--- config.mk ---
export PLATFORM = sky130hd
export DESIGN_NAME = bmp24_stream_decoder_flat
export DESIGN_NICKNAME = d
export VERILOG_FILES = /design/src/hw/rtl/bmpd_pkg.sv /design/src/hw/rtl/bmpd_in_if.sv /design/src/hw/rtl/bmpd_out_if.sv /design/src/hw/rtl/bmpd_parse.sv /design/src/hw/rtl/bmpd_out_reg.sv /design/src/hw/rtl/bmp24_stream_decoder.sv /design/src/flat_wrapper.sv
export SDC_FILE = /design/constraint.sdc
export NUM_CORES = 1
export LEC_CHECK = 0
export BUFFER_PORTS_ARGS = -buffer_cell sky130_fd_sc_hd__buf_2
export CAP_MARGIN = 20
export CORE_AREA = 5 5 272 141
export DETAILED_ROUTE_END_ITERATION = 6
export DIE_AREA = 0 0 277 146
export PLACE_DENSITY = 0.61
export SYNTH_ARGS = -nofsm -noshare
export SYNTH_HDL_FRONTEND = slang
export SYNTH_SLANG_ARGS = --single-unit
--- constraint.sdc ---
create_clock -name clk -period 5.4 [get_ports clk]
set_clock_uncertainty 0.15 [all_clocks]
set_input_delay 0.81 -clock clk [delete_from_list [all_inputs] [get_ports clk]]
set_output_delay 0.81 -clock clk [all_outputs]
set_load 0.005 [all_outputs]
--- src/hw/rtl/bmpd_pkg.sv ---
// bmpd_pkg: shared types, constants and helpers for the 24-bit bitmap decoder
// word layouts for the byte and result channels, parse modes, result kinds
// no dependencies

package bmpd_pkg;

    localparam logic [31:0] MAX_DIM      = 32'd16384;
    localparam int unsigned HEADER_BYTES = 54;
    localparam int unsigned WIDTH_OFS    = 18;
    localparam int unsigned HEIGHT_OFS   = 22;

    localparam logic [5:0] HDR_LAST   = 6'(HEADER_BYTES - 1);
    localparam logic [5:0] WIDTH_LO   = 6'(WIDTH_OFS);
    localparam logic [5:0] WIDTH_HI   = 6'(WIDTH_OFS + 4);
    localparam logic [5:0] HEIGHT_LO  = 6'(HEIGHT_OFS);
    localparam logic [5:0] HEIGHT_HI  = 6'(HEIGHT_OFS + 4);

    typedef enum logic [1:0] {
        KIND_HEADER = 2'd0,
        KIND_PIXEL  = 2'd1,
        KIND_ERROR  = 2'd2
    } kind_t;

    typedef enum logic [3:0] {
        MODE_HEADER = 4'b0001,
        MODE_PIXEL  = 4'b0010,
        MODE_PAD    = 4'b0100,
        MODE_DONE   = 4'b1000
    } mode_t;

    typedef enum logic [1:0] {
        PHASE_BLUE  = 2'd0,
        PHASE_GREEN = 2'd1,
        PHASE_RED   = 2'd2
    } phase_t;

    typedef struct packed {
        logic [7:0] data_byte;
        logic       start_of_file;
    } in_word_t;

    typedef struct packed {
        kind_t       kind;
        logic [7:0]  red;
        logic [7:0]  green;
        logic [7:0]  blue;
        logic [23:0] packed_color;
        logic [13:0] column;
        logic [13:0] row;
        logic        last_pixel;
        logic [14:0] image_width;
        logic [14:0] image_height;
    } out_word_t;

    // saturate a captured dimension for reporting
    function automatic logic [14:0] sat_dim(input logic [31:0] v);
        logic [14:0] s;
        if (v > MAX_DIM)
        begin
            s = MAX_DIM[14:0];
        end
        else
        begin
            s = v[14:0];
        end
        return s;
    endfunction

endpackage

--- src/hw/rtl/bmpd_in_if.sv ---
// bmpd_in_if: valid/ready channel carrying one file byte per word
// depends on bmpd_pkg for the word layout

interface bmpd_in_if;
    logic               valid;
    logic               ready;
    bmpd_pkg::in_word_t data;

    modport source (output valid, output data, input ready);
    modport sink   (input valid, input data, output ready);
endinterface

--- src/hw/rtl/bmpd_out_if.sv ---
// bmpd_out_if: valid/ready channel carrying one decoder result per word
// depends on bmpd_pkg for the word layout

interface bmpd_out_if;
    logic                valid;
    logic                ready;
    bmpd_pkg::out_word_t data;

    modport source (output valid, output data, input ready);
    modport sink   (input valid, input data, output ready);
endinterface

--- src/hw/rtl/bmpd_parse.sv ---
// bmpd_parse: byte parser state and per-byte next-state / result logic
// depends on bmpd_pkg and bmpd_in_if

module bmpd_parse (
    input  logic                 clk,
    input  logic                 rst_n,
    bmpd_in_if.sink              bytes,
    input  logic                 space,
    output logic                 accept,
    output logic                 res_valid,
    output bmpd_pkg::out_word_t  res
);

    logic [5:0]       hc_reg,     hc_next;
    logic [31:0]      width_reg,  width_next;
    logic [31:0]      height_reg, height_next;
    bmpd_pkg::phase_t phase_reg,  phase_next;
    logic [7:0]       blue_reg,   blue_next;
    logic [7:0]       green_reg,  green_next;
    logic [13:0]      col_reg,    col_next;
    logic [13:0]      frow_reg,   frow_next;
    logic [1:0]       pad_reg,    pad_next;
    bmpd_pkg::mode_t  mode_reg,   mode_next;

    // state as seen by this word, after a possible restart
    logic [5:0]       hc_cur;
    logic [31:0]      width_cur;
    logic [31:0]      height_cur;
    bmpd_pkg::phase_t phase_cur;
    logic [7:0]       blue_cur;
    logic [7:0]       green_cur;
    logic [13:0]      col_cur;
    logic [13:0]      frow_cur;
    logic [1:0]       pad_cur;
    bmpd_pkg::mode_t  mode_cur;

    logic [7:0]  b;
    logic [1:0]  lane;
    logic [14:0] w_m1;
    logic [14:0] h_m1;
    logic        row_end;
    logic        last;
    logic        too_big;
    logic [1:0]  pad_inc;

    assign accept      = bytes.valid && space;
    assign bytes.ready = space;
    assign b           = bytes.data.data_byte;

    always_comb
    begin
        if (bytes.data.start_of_file)
        begin
            hc_cur     = '0;
            width_cur  = '0;
            height_cur = '0;
            phase_cur  = bmpd_pkg::PHASE_BLUE;
            blue_cur   = '0;
            green_cur  = '0;
            col_cur    = '0;
            frow_cur   = '0;
            pad_cur    = '0;
            mode_cur   = bmpd_pkg::MODE_HEADER;
        end
        else
        begin
            hc_cur     = hc_reg;
            width_cur  = width_reg;
            height_cur = height_reg;
            phase_cur  = phase_reg;
            blue_cur   = blue_reg;
            green_cur  = green_reg;
            col_cur    = col_reg;
            frow_cur   = frow_reg;
            pad_cur    = pad_reg;
            mode_cur   = mode_reg;
        end
    end

    always_comb
    begin
        hc_next     = hc_cur;
        width_next  = width_cur;
        height_next = height_cur;
        phase_next  = phase_cur;
        blue_next   = blue_cur;
        green_next  = green_cur;
        col_next    = col_cur;
        frow_next   = frow_cur;
        pad_next    = pad_cur;
        mode_next   = mode_cur;

        lane    = '0;
        pad_inc = pad_cur + 2'd1;
        w_m1    = width_cur[14:0] - 15'd1;
        h_m1    = height_cur[14:0] - 15'd1;
        row_end = ({1'b0, col_cur} == w_m1);
        last    = row_end && ({1'b0, frow_cur} == h_m1);
        too_big = 1'b0;

        res_valid = 1'b0;
        res       = '0;

        unique case (mode_cur)
            bmpd_pkg::MODE_HEADER:
            begin
                // little-endian size fields land one byte lane at a time
                if (hc_cur >= bmpd_pkg::WIDTH_LO && hc_cur < bmpd_pkg::WIDTH_HI)
                begin
                    lane = 2'(hc_cur - bmpd_pkg::WIDTH_LO);
                    width_next[{lane, 3'b000} +: 8] = b;
                end
                else if (hc_cur >= bmpd_pkg::HEIGHT_LO && hc_cur < bmpd_pkg::HEIGHT_HI)
                begin
                    lane = 2'(hc_cur - bmpd_pkg::HEIGHT_LO);
                    height_next[{lane, 3'b000} +: 8] = b;
                end
                hc_next = hc_cur + 6'd1;
                if (hc_cur == bmpd_pkg::HDR_LAST)
                begin
                    too_big = (width_next > bmpd_pkg::MAX_DIM) ||
                              (height_next > bmpd_pkg::MAX_DIM);
                    res_valid = 1'b1;
                    if (too_big)
                    begin
                        res.kind  = bmpd_pkg::KIND_ERROR;
                        mode_next = bmpd_pkg::MODE_DONE;
                    end
                    else
                    begin
                        res.kind = bmpd_pkg::KIND_HEADER;
                        if (width_next == '0 || height_next == '0)
                        begin
                            mode_next = bmpd_pkg::MODE_DONE;
                        end
                        else
                        begin
                            mode_next = bmpd_pkg::MODE_PIXEL;
                        end
                    end
                end
            end
            bmpd_pkg::MODE_PIXEL:
            begin
                case (phase_cur)
                    bmpd_pkg::PHASE_BLUE:
                    begin
                        blue_next  = b;
                        phase_next = bmpd_pkg::PHASE_GREEN;
                    end
                    bmpd_pkg::PHASE_GREEN:
                    begin
                        green_next = b;
                        phase_next = bmpd_pkg::PHASE_RED;
                    end
                    default:
                    begin
                        phase_next         = bmpd_pkg::PHASE_BLUE;
                        res_valid          = 1'b1;
                        res.kind           = bmpd_pkg::KIND_PIXEL;
                        res.red            = b;
                        res.green          = green_cur;
                        res.blue           = blue_cur;
                        res.packed_color   = {b, green_cur, blue_cur};
                        res.column         = col_cur;
                        // rows are stored bottom-up in the file
                        res.row            = 14'(h_m1 - {1'b0, frow_cur});
                        res.last_pixel     = last;
                        if (last)
                        begin
                            mode_next = bmpd_pkg::MODE_DONE;
                        end
                        else if (row_end)
                        begin
                            col_next  = '0;
                            frow_next = frow_cur + 14'd1;
                            if (width_cur[1:0] != 2'd0)
                            begin
                                pad_next  = '0;
                                mode_next = bmpd_pkg::MODE_PAD;
                            end
                        end
                        else
                        begin
                            col_next = col_cur + 14'd1;
                        end
                    end
                endcase
            end
            bmpd_pkg::MODE_PAD:
            begin
                if (pad_inc >= width_cur[1:0])
                begin
                    pad_next  = '0;
                    mode_next = bmpd_pkg::MODE_PIXEL;
                end
                else
                begin
                    pad_next = pad_inc;
                end
            end
            default:
            begin
                // image done or rejected: wait for the next start of file
            end
        endcase

        res.image_width  = bmpd_pkg::sat_dim(width_next);
        res.image_height = bmpd_pkg::sat_dim(height_next);
    end

    always_ff @(posedge clk or negedge rst_n)
    begin
        if (!rst_n)
        begin
            hc_reg     <= '0;
            width_reg  <= '0;
            height_reg <= '0;
            phase_reg  <= bmpd_pkg::PHASE_BLUE;
            blue_reg   <= '0;
            green_reg  <= '0;
            col_reg    <= '0;
            frow_reg   <= '0;
            pad_reg    <= '0;
            mode_reg   <= bmpd_pkg::MODE_HEADER;
        end
        else if (accept)
        begin
            hc_reg     <= hc_next;
            width_reg  <= width_next;
            height_reg <= height_next;
            phase_reg  <= phase_next;
            blue_reg   <= blue_next;
            green_reg  <= green_next;
            col_reg    <= col_next;
            frow_reg   <= frow_next;
            pad_reg    <= pad_next;
            mode_reg   <= mode_next;
        end
    end

endmodule

--- src/hw/rtl/bmpd_out_reg.sv ---
// bmpd_out_reg: result register driving the output channel
// depends on bmpd_pkg and bmpd_out_if

module bmpd_out_reg (
    input  logic                 clk,
    input  logic                 rst_n,
    input  logic                 take,
    input  logic                 res_valid,
    input  bmpd_pkg::out_word_t  res,
    output logic                 space,
    bmpd_out_if.source           results
);

    logic                valid_reg, valid_next;
    bmpd_pkg::out_word_t data_reg;

    // a new word may enter when the register is empty or draining this cycle
    assign space         = !valid_reg || results.ready;
    assign valid_next    = take ? res_valid : (valid_reg && !results.ready);
    assign results.valid = valid_reg;
    assign results.data  = data_reg;

    always_ff @(posedge clk or negedge rst_n)
    begin
        if (!rst_n)
        begin
            valid_reg <= 1'b0;
        end
        else
        begin
            valid_reg <= valid_next;
        end
    end

    always_ff @(posedge clk)
    begin
        if (take && res_valid)
        begin
            data_reg <= res;
        end
    end

endmodule

--- src/hw/rtl/bmp24_stream_decoder.sv ---
// bmp24_stream_decoder: streaming decoder for 24-bit bitmap files
// a result word is registered and becomes valid in the cycle after the byte that causes it is accepted
// throughput: one byte per cycle while the result register has space (empty or draining)
// a byte is taken while a result waits, as long as the result register drains that cycle
// reset (rst_n, async, active low) empties the result register and restarts at header byte 0
// depends on bmpd_pkg, bmpd_in_if, bmpd_out_if, bmpd_parse, bmpd_out_reg

module bmp24_stream_decoder (
    input  logic        clk,
    input  logic        rst_n,
    bmpd_in_if.sink     bytes,
    bmpd_out_if.source  results
);

    logic                space;
    logic                accept;
    logic                res_valid;
    bmpd_pkg::out_word_t res;

    bmpd_parse u_parse (
        .clk       (clk),
        .rst_n     (rst_n),
        .bytes     (bytes),
        .space     (space),
        .accept    (accept),
        .res_valid (res_valid),
        .res       (res)
    );

    bmpd_out_reg u_out_reg (
        .clk       (clk),
        .rst_n     (rst_n),
        .take      (accept),
        .res_valid (res_valid),
        .res       (res),
        .space     (space),
        .results   (results)
    );

endmodule

--- src/flat_wrapper.sv ---
// flat-port wrapper written by rule: the top's interface ports become plain ports
module bmp24_stream_decoder_flat 
  (clk, rst_n, bytes_valid, bytes_data, bytes_ready, results_valid, results_data, results_ready);
  bmpd_in_if bytes_i ();
  bmpd_out_if results_i ();
  input  logic clk;
  input  logic rst_n;
  input wire logic [$bits(bytes_i.valid)-1:0] bytes_valid;
  input wire logic [$bits(bytes_i.data)-1:0] bytes_data;
  output wire logic [$bits(bytes_i.ready)-1:0] bytes_ready;
  output wire logic [$bits(results_i.valid)-1:0] results_valid;
  output wire logic [$bits(results_i.data)-1:0] results_data;
  input wire logic [$bits(results_i.ready)-1:0] results_ready;
  assign bytes_i.valid = bytes_valid;
  assign bytes_i.data = bytes_data;
  assign bytes_ready = bytes_i.ready;
  assign results_valid = results_i.valid;
  assign results_data = results_i.data;
  assign results_i.ready = results_ready;
  bmp24_stream_decoder u_core (.clk(clk), .rst_n(rst_n), .bytes(bytes_i), .results(results_i));
endmodule
; ---- Word level (Yosys, flattened, before mapping)
; Cells that the tools add are included.
[totals]
regBits = 232
in_bits = 13
out_inout_bits = 111
wordCells = 127
[classes]
add_sub_neg = 11
order_cmp = 9
n_eq_ne = 7
shift = 4
n_mux = 57
bitwise_logic = 1
reduce_logical = 17
[ops]
columns = cell, count
row1 = 32-bit 2-to-1 mux, 9
row2 = 14-bit 2-to-1 mux, 10
row3 = 32-bit by 15-bit > comparator with 1-bit output (second input constant), 4
row4 = 78-bit 2-to-1 mux, 1
row5 = 32-bit bitwise mux, 2
row6 = 32-bit logical NOT, 2
row7 = 8-bit by 7-bit variable shift with 32-bit output (first input constant), 2
row8 = 8-bit by 7-bit indexed part select with 32-bit output, 2
row9 = 8-bit 2-to-1 mux, 6
row10 = 4-bit 2-to-1 mux, 9
row11 = 14-bit by 15-bit equality test with 1-bit output, 2
row12 = 15-bit by 1-bit subtractor with 15-bit output (second input constant), 2
row13 = 14-bit by 1-bit adder with 14-bit output (second input constant), 2
row14 = 2-bit 2-to-1 mux, 10
row15 = 5-bit negation with 7-bit output, 2
row16 = 14-bit subtractor, 1
row17 = 6-bit by 5-bit >= comparator with 1-bit output (second input constant), 2
row18 = 6-bit by 5-bit less-than comparator with 1-bit output (second input constant), 2
row19 = 6-bit 2-to-1 mux, 2
row20 = 2-bit one-hot mux with 2 select lines, 3
row21 = 4-bit one-hot mux with 3 select lines, 1
row22 = 6-bit by 1-bit adder with 6-bit output (second input constant), 1
row23 = 6-bit equality test (second input constant), 1
row24 = 1-bit logical AND, 6
row25 = 16 further kinds, 22

; ---- Logic depth before layout (Yosys ltp)
; Gate-level depths: netlist of the first run.
[depth]
ltp_word = 14
depth_mapped = 23

; ---- Cells and area by module
; From an unflattened synthesis of the first run, not the netlist that was laid out.
[hier_totals]
hier_cells = 1271
area_unflattened_um2 = 12674.7
[by_module_without_submodules]
columns = module, instances, cells_per_inst, area_each_um2
row1 = bmpd_parse, 1, 1158, 9346.5
row2 = bmpd_out_reg, 1, 113, 3328.2

; ---- Least setup slack after synthesis of the first run
; OpenSTA, ideal clock, no wires.
[synth_path]
path_type = input -> register
startpoint = in bytes_data[0]
endpoint = reg u_core.u_out_reg.data_reg (netlist bit u_core.u_out_reg.results.data[0]), enable pin
setup_ns = 0.438
arrival_time_ns = 4.898
required_time_ns = 4.812
path_slack_ns = -0.086
path_stages = 15
path_buffers = 8
path_cell_list = buf_2 buf_2 inv_1 clkbuf_1 clkbuf_1 buf_1 clkbuf_1 clkbuf_1 nand2_1 ha_1 clkbuf_1 nand4_1 nor2_1 o21ai_0 inv_1
[synth_between]
elab_chain_cells = 6
[synth_rtl]
columns = element, line
row1 = from (decl), flat_wrapper.sv:9  ; input wire logic [$bits(bytes_i.data)-1:0] bytes_data;
row2 = 2-bit 2-to-1 mux, bmpd_parse.sv:52  ; if (bytes.data.start_of_file)
row3 = 2-bit by 1-bit equality test with 1-bit output or 2-bit logical NOT (tied branches), bmpd_parse.sv:145  ; case (phase_cur)
row4 = 2-bit OR reduction (no source line), --
row5 = 1-bit 2-to-1 mux, bmpd_parse.sv:145
row6 = 1-bit one-hot mux with 2 select lines *, bmpd_parse.sv:104  ; unique case (mode_cur)
row7 = 1-bit logical AND *, bmpd_out_reg.sv:37  ; if (take && res_valid)
row8 = to (signal assigned), bmpd_out_reg.sv:39  ; data_reg <= res;
row9 = to (decl), bmpd_out_reg.sv:15  ; bmpd_pkg::out_word_t data_reg;
; Every way passes the cells marked *; elsewhere a longest branch is shown, timed or not.
; A chain may end at the register's enable or synchronous reset.

; ---- Worst setup path in the final report of the first run
[layout_path]
startpoint = in bytes_data[0]
endpoint = reg u_core.u_out_reg.data_reg (netlist bit u_core.u_out_reg.results.data[21]) (data pin)
[layout_between]
elab_chain_cells = 9
[layout_rtl]
columns = element, line
row1 = 6-bit 2-to-1 mux, bmpd_parse.sv:52
row2 = 2-bit subtractor, bmpd_parse.sv:110  ; lane = 2'(hc_cur - bmpd_pkg::WIDTH_LO);
row3 = 5-bit negation with 7-bit output, bmpd_parse.sv:111  ; width_next[{lane, 3'b000} +: 8] = b;
row4 = 8-bit by 7-bit indexed part select with 32-bit output or 8-bit by 7-bit variable shift with 32-bit output (tied branches), bmpd_parse.sv:111
row5 = 32-bit bitwise mux, bmpd_parse.sv:111
row6 = 32-bit 2-to-1 mux, bmpd_parse.sv:108  ; if (hc_cur >= bmpd_pkg::WIDTH_LO && hc_cur < bmpd_pkg::WIDTH_HI)
row7 = 32-bit 2-to-1 mux, bmpd_parse.sv:104
row8 = 32-bit 2-to-1 mux *, bmpd_parse.sv:104
row9 = 32-bit by 15-bit > comparator with 1-bit output, bmpd_pkg.sv:58  ; if (v > MAX_DIM)
; Every way passes the cells marked *; elsewhere a longest branch is shown, timed or not. The select of a mux whose other input is x is not followed.

==> flow_metrics.env, run 1 <==
export IMPL_seq_power_share_pct=46.2
export IMPL_ys_types=88
export IMPL_via_per_inst=5.70
export IMPL_vias=10883
export IMPL_maxCapViolCount=0
export IMPL_status="finished, final reports clean"
export IMPL_fin_util_pct=39.3
export IMPL_drt_pass1_iterations=6
export IMPL_max_slew_margin_pct=35.9
export IMPL_ys_warn_count=0
export IMPL_cp_data_arrival_time_ns=4.38
export IMPL_multi_input_area_um2=6050
export IMPL_drive_above_1_share_pct=15.2
export IMPL_rows=49
export IMPL_initial_utilization_pct=34.8
export IMPL_hold_viol_final=0
export IMPL_antenna_left=0
export IMPL_worst_slew_pin_slew_ns=0.955
export IMPL_port_buffers=123
export IMPL_synth_nets=1392
export IMPL_ctsHoldBuffers=0
export IMPL_post_route_drc_count=0
export IMPL_track_usage_pct=18.5
export IMPL_grt_max_degree=70
export IMPL_postSynthAreaPerCell_um2=9.16
export IMPL_routed_wl_um=39000
export IMPL_grt_pass1_wl_um=61000
export IMPL_cts_setup_buffers=0
export IMPL_drv_slew=0
export IMPL_critPathLaunchType="input port"
export IMPL_coreArea_um2=35600
export IMPL_syn_inst=1352
export IMPL_postSynth_asyncResetShare_pct=59.1
export IMPL_fmax_mhz=233
export IMPL_die_w_um=277
export IMPL_die_area_um2=40400
export IMPL_antenna_found_initial=0
export IMPL_tns_ns=0
export IMPL_period_needed_ns=4.29
export IMPL_dp_hpwl_um=27800
export IMPL_insertion_delay_ns=0.53
export IMPL_syn2layout_area_growth_pct=13.0
export IMPL_diodes=0
export IMPL_powerDensity_nw_per_um2=259
export IMPL_fin_nets=1450
export IMPL_ios=124
export IMPL_synth_edf_count=85
export IMPL_power_switching_mw=0.942
export IMPL_die_y_um=146
export IMPL_crit_path_max_fanout=15
export IMPL_synthFlopType="dfrtp_1"
export IMPL_synth_seq_area_share_pct=45.5
export IMPL_ys_ff_latch=208
export IMPL_rsz0062_at_grt="false"
export IMPL_min_path_type="input port to asynchronous set/reset pin"
export IMPL_period_share_pct=79.4
export IMPL_seq_area_um2=5630
export IMPL_cts_max_level=1
export IMPL_overflow=0
export IMPL_grt_pass1_vias=10232
export IMPL_worstSetupPathType="input port to flip-flop"
export IMPL_path_clk_slew_ns=0.06
export IMPL_clk_path_buf_depth=3
export IMPL_total_power_mw=3.63
export IMPL_cts_tree="yes"
export IMPL_dp_slack_ns=0.668
export IMPL_cts_buffers=23
export IMPL_critPathRequiredTime_ns=5.49
export IMPL_fill_cells=3595
export IMPL_p_sw_share_pct=26.0
export IMPL_drtIter0Drc=1062
export IMPL_ctsRootBufferMaster="clkbuf_16"
export IMPL_ir_drop_v=0.000191
export IMPL_syn_area_um2=12400
export IMPL_largest_reg_flops=85
export IMPL_cts_sinks=208
export IMPL_p_leak_nw=6.20
export IMPL_drt_wirelength_per_cell_um=20.4
export IMPL_crit_path_end_kind="flip-flop"
export IMPL_combPwrFrac_pct=9.8
export IMPL_ctsResizeCount=0
export IMPL_intPower_mw=2.68
export IMPL_setup_viol=0
export IMPL_place_congestion=0.910
export IMPL_layout_setup_ws_ns=1.11
export IMPL_clkPwrFrac_pct=44.0
## final timing paths
| kind | slack [ns] | depth (start not counted) | start | endpoint |
|---|---|---|---|---|
| max | 1.11 | 14 | bytes_data[0] | u_core.u_out_reg.results.data[21] |
| min | 0.28 | 1 | rst_n | u_core.u_parse.width_reg[18] |
| max reg2reg | 1.25 | 13 | u_core.u_parse.height_reg[5] | u_core.u_parse.frow_reg[5] |
| min reg2reg | 0.34 | 2 | u_core.u_parse.width_reg[20] | u_core.u_parse.width_reg[20] |
| max in group asynchronous | 3.68 | 2 | rst_n | u_core.u_parse.height_reg[2] |
| min in group clk | 0.34 | 2 | u_core.u_parse.width_reg[20] | u_core.u_parse.width_reg[20] |
## cell usage in the layout (no fill, tap or decap), types with 15 or more instances in the layout
cell type,netlist,layout
a31oi_1,26,26
nor2_1,112,112
inv_1,31,29
nand4_1,33,33
buf_4,26,27
nand3_1,52,52
o21ai_1,14,15
nor3_1,44,44
o31ai_1,15,15
edfxtp_1,85,85
ha_1,26,26
xor2_1,17,17
nor2b_1,22,22
and3_1,49,49
a21oi_1,57,57
o211ai_1,18,18
a22o_1,25,25
dfrtp_1,122,122
xnor2_1,17,17
buf_2,9,122
clkbuf_16,0,23
o21ai_0,79,78
nand2_1,173,172
## cell usage after synthesis (all sizes together), types with 22 or more instances
cell type,count,area [um2]
and3,49,307
nor2,113,427
a21oi,57,285
o21ai,93,465
ha,26,325
nand3,52,260
clkbuf,69,259
inv,32,120
edfxtp,85,2550
a31oi,26,163
dfrtp,122,3050
nor3,45,230
nand2,173,649
nand4,34,219
a22o,25,219
nor2b,22,138
buf,48,319
## cell families after synthesis
| logic type | synth area share [%] |
|---|---|
| and+or+nand+nor | 23.5 |
| xor gates and xnor gates | 2.60 |
| DFF | 45.5 |
| muxes | 2.13 |
| AOI/OAI and AO/OA | 17.9 |
| adders and majority gates | 2.79 |
| buffers and inverters | 5.64 |
## power groups by stage
stage          registers [mW]  logic (mW)  clock network [mW]
6_report                 1.67       0.355                1.60
5_1_grt                  1.68       0.387                1.69
4_1_cts                  1.67       0.346                1.62
3_5_place_dp             1.70       0.345                   0
3_3_place_gp             1.70       0.348                   0
2_1_floorplan            1.70       0.222                   0
## layout make-up
class,instances,area share (%)
well taps,484,4.33
inverters,32,0.885
clock inverters,10,0.921
repair buffers,150,5.96
multi-input cells,995,43.3
clock buffers,31,4.40
flip-flops and latches,208,40.2
## through the flow
step	cell area (um2)	hold WS, ns	instances
floorplan	12400	0.291	1352
CTS	14000	0.309	1908
finish	14000	0.276	1910
global placement	13200	0.312	1867
detailed placement	13200	0.323	1867
global route	14000	0.351	1910
## critical path, cell delays in order
cell     delay, ns
buf_2         0.12
inv_2         0.27
buf_4         0.24
nand2_1       0.10
inv_1         0.14
ha_1          0.27
or3_1         0.15
and3_1        0.42
nand3_1       0.38
mux2_2        0.45
nand3_1       0.10
nor4_1        0.06
o21ai_1       0.73
nor2_1        0.13
## metal layers
metal | wire (um) | vias to the layer above | global-route usage, %
met5 | 0 | - | 0
met4 | 1040 | 0 | 4.52
met3 | 3000 | 86 | 3.29
met2 | 16500 | 448 | 27.0
met1 | 18500 | 5264 | 28.3
li1 | - | 5085 | -
No activity file was read; power rests on OpenSTA's default activity.
==> run 2: changes to the inputs <==
==> constraint.sdc (replaced) <==
create_clock -name clk -period 4.1 [get_ports clk]
set_clock_uncertainty 0.15 [all_clocks]
set_input_delay 0.615 -clock clk [delete_from_list [all_inputs] [get_ports clk]]
set_output_delay 0.615 -clock clk [all_outputs]
set_load 0.005 [all_outputs]
==> run 2 against run 1 <==
Worst setup slack got worse by 0.99 ns. Clock power increased by 31%. Die area is the same. Combinational power up 55%. Clock-buffer cell count is 4 lower. Sequential power increased by 32%.
==> flow_metrics.env, run 2 (synthesis gave the netlist of run 1 again) <==
export IMPL_largest_reg_flops=85
export IMPL_drtIter0Drc=1402
export IMPL_slowest_stage="or4_4"
export IMPL_die_w_um=277
export IMPL_period_needed_ns=3.98
export IMPL_vias=11154
export IMPL_path_cells="or4_4 -> or4_4 -> a21oi_1 -> o21bai_1 -> ha_1 -> nand3_1 -> nor4_2 -> o41ai_2 -> a211oi_2 -> buf_4 -> nand2_1 -> a21boi_2 -> a21o_1"
export IMPL_tns_ns=0
export IMPL_cp_data_arrival_time_ns=4.30
export IMPL_post_route_drc_count=0
export IMPL_diodes=0
export IMPL_setup_viol=0
export IMPL_seq_power_share_pct=45.5
export IMPL_critPathLaunch="u_core.u_parse.height_reg[6]"
export IMPL_coreArea_um2=35600
export IMPL_intPower_mw=3.58
export IMPL_status="finished, final reports clean"
export IMPL_dp_hpwl_um=29300
export IMPL_worstSetupPathType="flip-flop to flip-flop"
export IMPL_drive_above_1_share_pct=19.8
export IMPL_max_slew_margin_pct=44.1
export IMPL_grt_pass1_wl_um=63000
export IMPL_maxCapViolCount=0
export IMPL_ctsRootBufferMaster="clkbuf_16"
export IMPL_fmax_mhz=251
export IMPL_cts_buffers=23
export IMPL_crit_path_max_fanout=11
export IMPL_ir_drop_v=0.000206
export IMPL_p_leak_nw=6.52
export IMPL_ios=124
export IMPL_place_congestion=0.932
export IMPL_die_y_um=146
export IMPL_fin_nets=1510
export IMPL_r2r_end="u_core.u_parse.col_reg[0]"
export IMPL_rows=49
export IMPL_cts_setup_buffers=0
export IMPL_rsz0062_at_grt="false"
export IMPL_cts_sinks=208
export IMPL_grt_max_degree=124
export IMPL_drt_pass1_iterations=6
export IMPL_ctsHoldBuffers=0
export IMPL_setup_worst_path_end="u_core.u_parse.col_reg[0]"
export IMPL_initial_utilization_pct=34.8
export IMPL_min_path_type="input port to asynchronous set/reset pin"
export IMPL_drt_wirelength_per_cell_um=20.5
export IMPL_routed_wl_um=40300
export IMPL_crit_cells=13
export IMPL_layout_cells_most_common_list="nand2_1, buf_2, dfrtp_1"
export IMPL_fin_area_um2=14600
export IMPL_port_buffers=123
export IMPL_mostFrequentLayoutCell="nand2_1"
export IMPL_worst_r2r_cell_count=13
export IMPL_cts_tree="yes"
export IMPL_critPathLaunchType="flip-flop"
export IMPL_hold_viol_final=0
export IMPL_syn2layout_area_growth_pct=18.0
export IMPL_critPathTopFamily="simple AND/OR/NAND/NOR gates"
export IMPL_cp_common_cell="or4_4"
export IMPL_placedCellCount=1928
export IMPL_crit_path_end_kind="flip-flop"
export IMPL_antenna_found_initial=0
export IMPL_insertion_delay_ns=0.54
export IMPL_crit_buf_inv=1
export IMPL_cts_max_level=1
export IMPL_die_area_um2=40400
export IMPL_grt_pass1_vias=10525
export IMPL_reg2reg_slack_ns=0.12
export IMPL_critPathRequiredTime_ns=4.42
export IMPL_power_switching_mw=1.28
export IMPL_clkPwrFrac_pct=43.1
export IMPL_period_share_pct=97.1
export IMPL_drv_slew=0
export IMPL_overflow=0
export IMPL_p_sw_share_pct=26.4
export IMPL_timing_rr_start="u_core.u_parse.height_reg[6]"
export IMPL_powerDensity_nw_per_um2=333
export IMPL_combPwrFrac_pct=11.3
export IMPL_layoutNonFillerInstCount=1971
export IMPL_path_clk_slew_ns=0.06
export IMPL_track_usage_pct=19.2
export IMPL_ctsResizeCount=0
export IMPL_via_per_inst=5.66
export IMPL_place_area_um2=13800
export IMPL_worst_slew_pin_slew_ns=0.831
export IMPL_critPathMaxStageDelay_ns=0.58
export IMPL_clk_path_buf_depth=3
export IMPL_antenna_left=0
==> run 2: changes by cell type in the layout (fill, tap and decap cells not counted), sizes merged <==
cell and change:
buf +60, clkbuf -4, clkinv +3, inv +2
==> run 2: metal layers <==
| metal | part of all wire (%) | global-route usage [%] | wire (um) | up-vias |
|---|---|---|---|---|
| met5 | 0 | 0 | 0 | - |
| met4 | 2.7 | 5.29 | 1090 | 0 |
| met3 | 8.4 | 3.61 | 3400 | 77 |
| li1 | - | - | - | 5196 |
| met2 | 42 | 27.8 | 17000 | 485 |
| met1 | 47 | 29.3 | 18800 | 5396 |
==> run 2: layout make-up <==
class                           instances  area (um2)
Sequential cell                       208        5630
Tap cell                              484         606
Multi-Input combinational cell        995        6150
Clock buffer                           27         591
Inverter                               32         129
Fill cell                            3584       21000
Timing Repair Buffer                  210        1350
Clock inverter                         15         158
==> run 2: stage by stage <==
step	utilization, %	total power [mW]	hold slack, ns	setup WS (ns)
final	41.1	4.86	0.0227	0.121
after floorplan	-	2.57	0.169	-0.0697
after global routing	41.1	5.05	0.0450	0.0170
after CTS	41.0	4.89	0.0590	0.143
after global placement	38.9	2.79	0.315	0.148
after detailed placement	38.9	2.79	0.318	0.144
==> run 2: power groups by stage <==
stage | combinational [mW] | clock (mW) | sequential [mW]
2_1_floorplan | 0.329 | 0 | 2.24
3_3_place_gp | 0.540 | 0 | 2.25
3_5_place_dp | 0.541 | 0 | 2.25
4_1_cts | 0.542 | 2.14 | 2.21
5_1_grt | 0.593 | 2.24 | 2.22
6_report | 0.552 | 2.10 | 2.21
==> run 2: how the worst min path moves through the flow <==
stage | from | to | cells after the start
floorplan | rst_n | u_core.u_out_reg.results.valid | 0
global placement | u_core.u_parse.width_reg[30] | u_core.u_parse.width_reg[30] | 2
detailed placement | u_core.u_parse.width_reg[30] | u_core.u_parse.width_reg[30] | 2
CTS | rst_n | u_core.u_parse.width_reg[27] | 2
global route | rst_n | u_core.u_parse.width_reg[16] | 2
finish | rst_n | u_core.u_parse.width_reg[16] | 2
==> run 2: worst register-to-register path, cell delays in order, from the launching register on <==
cell      delay [ns]
dfrtp_1         0.49
or4_4           0.58
or4_4           0.48
a21oi_1         0.15
o21bai_1        0.12
ha_1            0.21
nand3_1         0.11
nor4_2          0.39
o41ai_2         0.15
a211oi_2        0.23
buf_4           0.25
nand2_1         0.12
a21boi_2        0.31
a21o_1          0.17
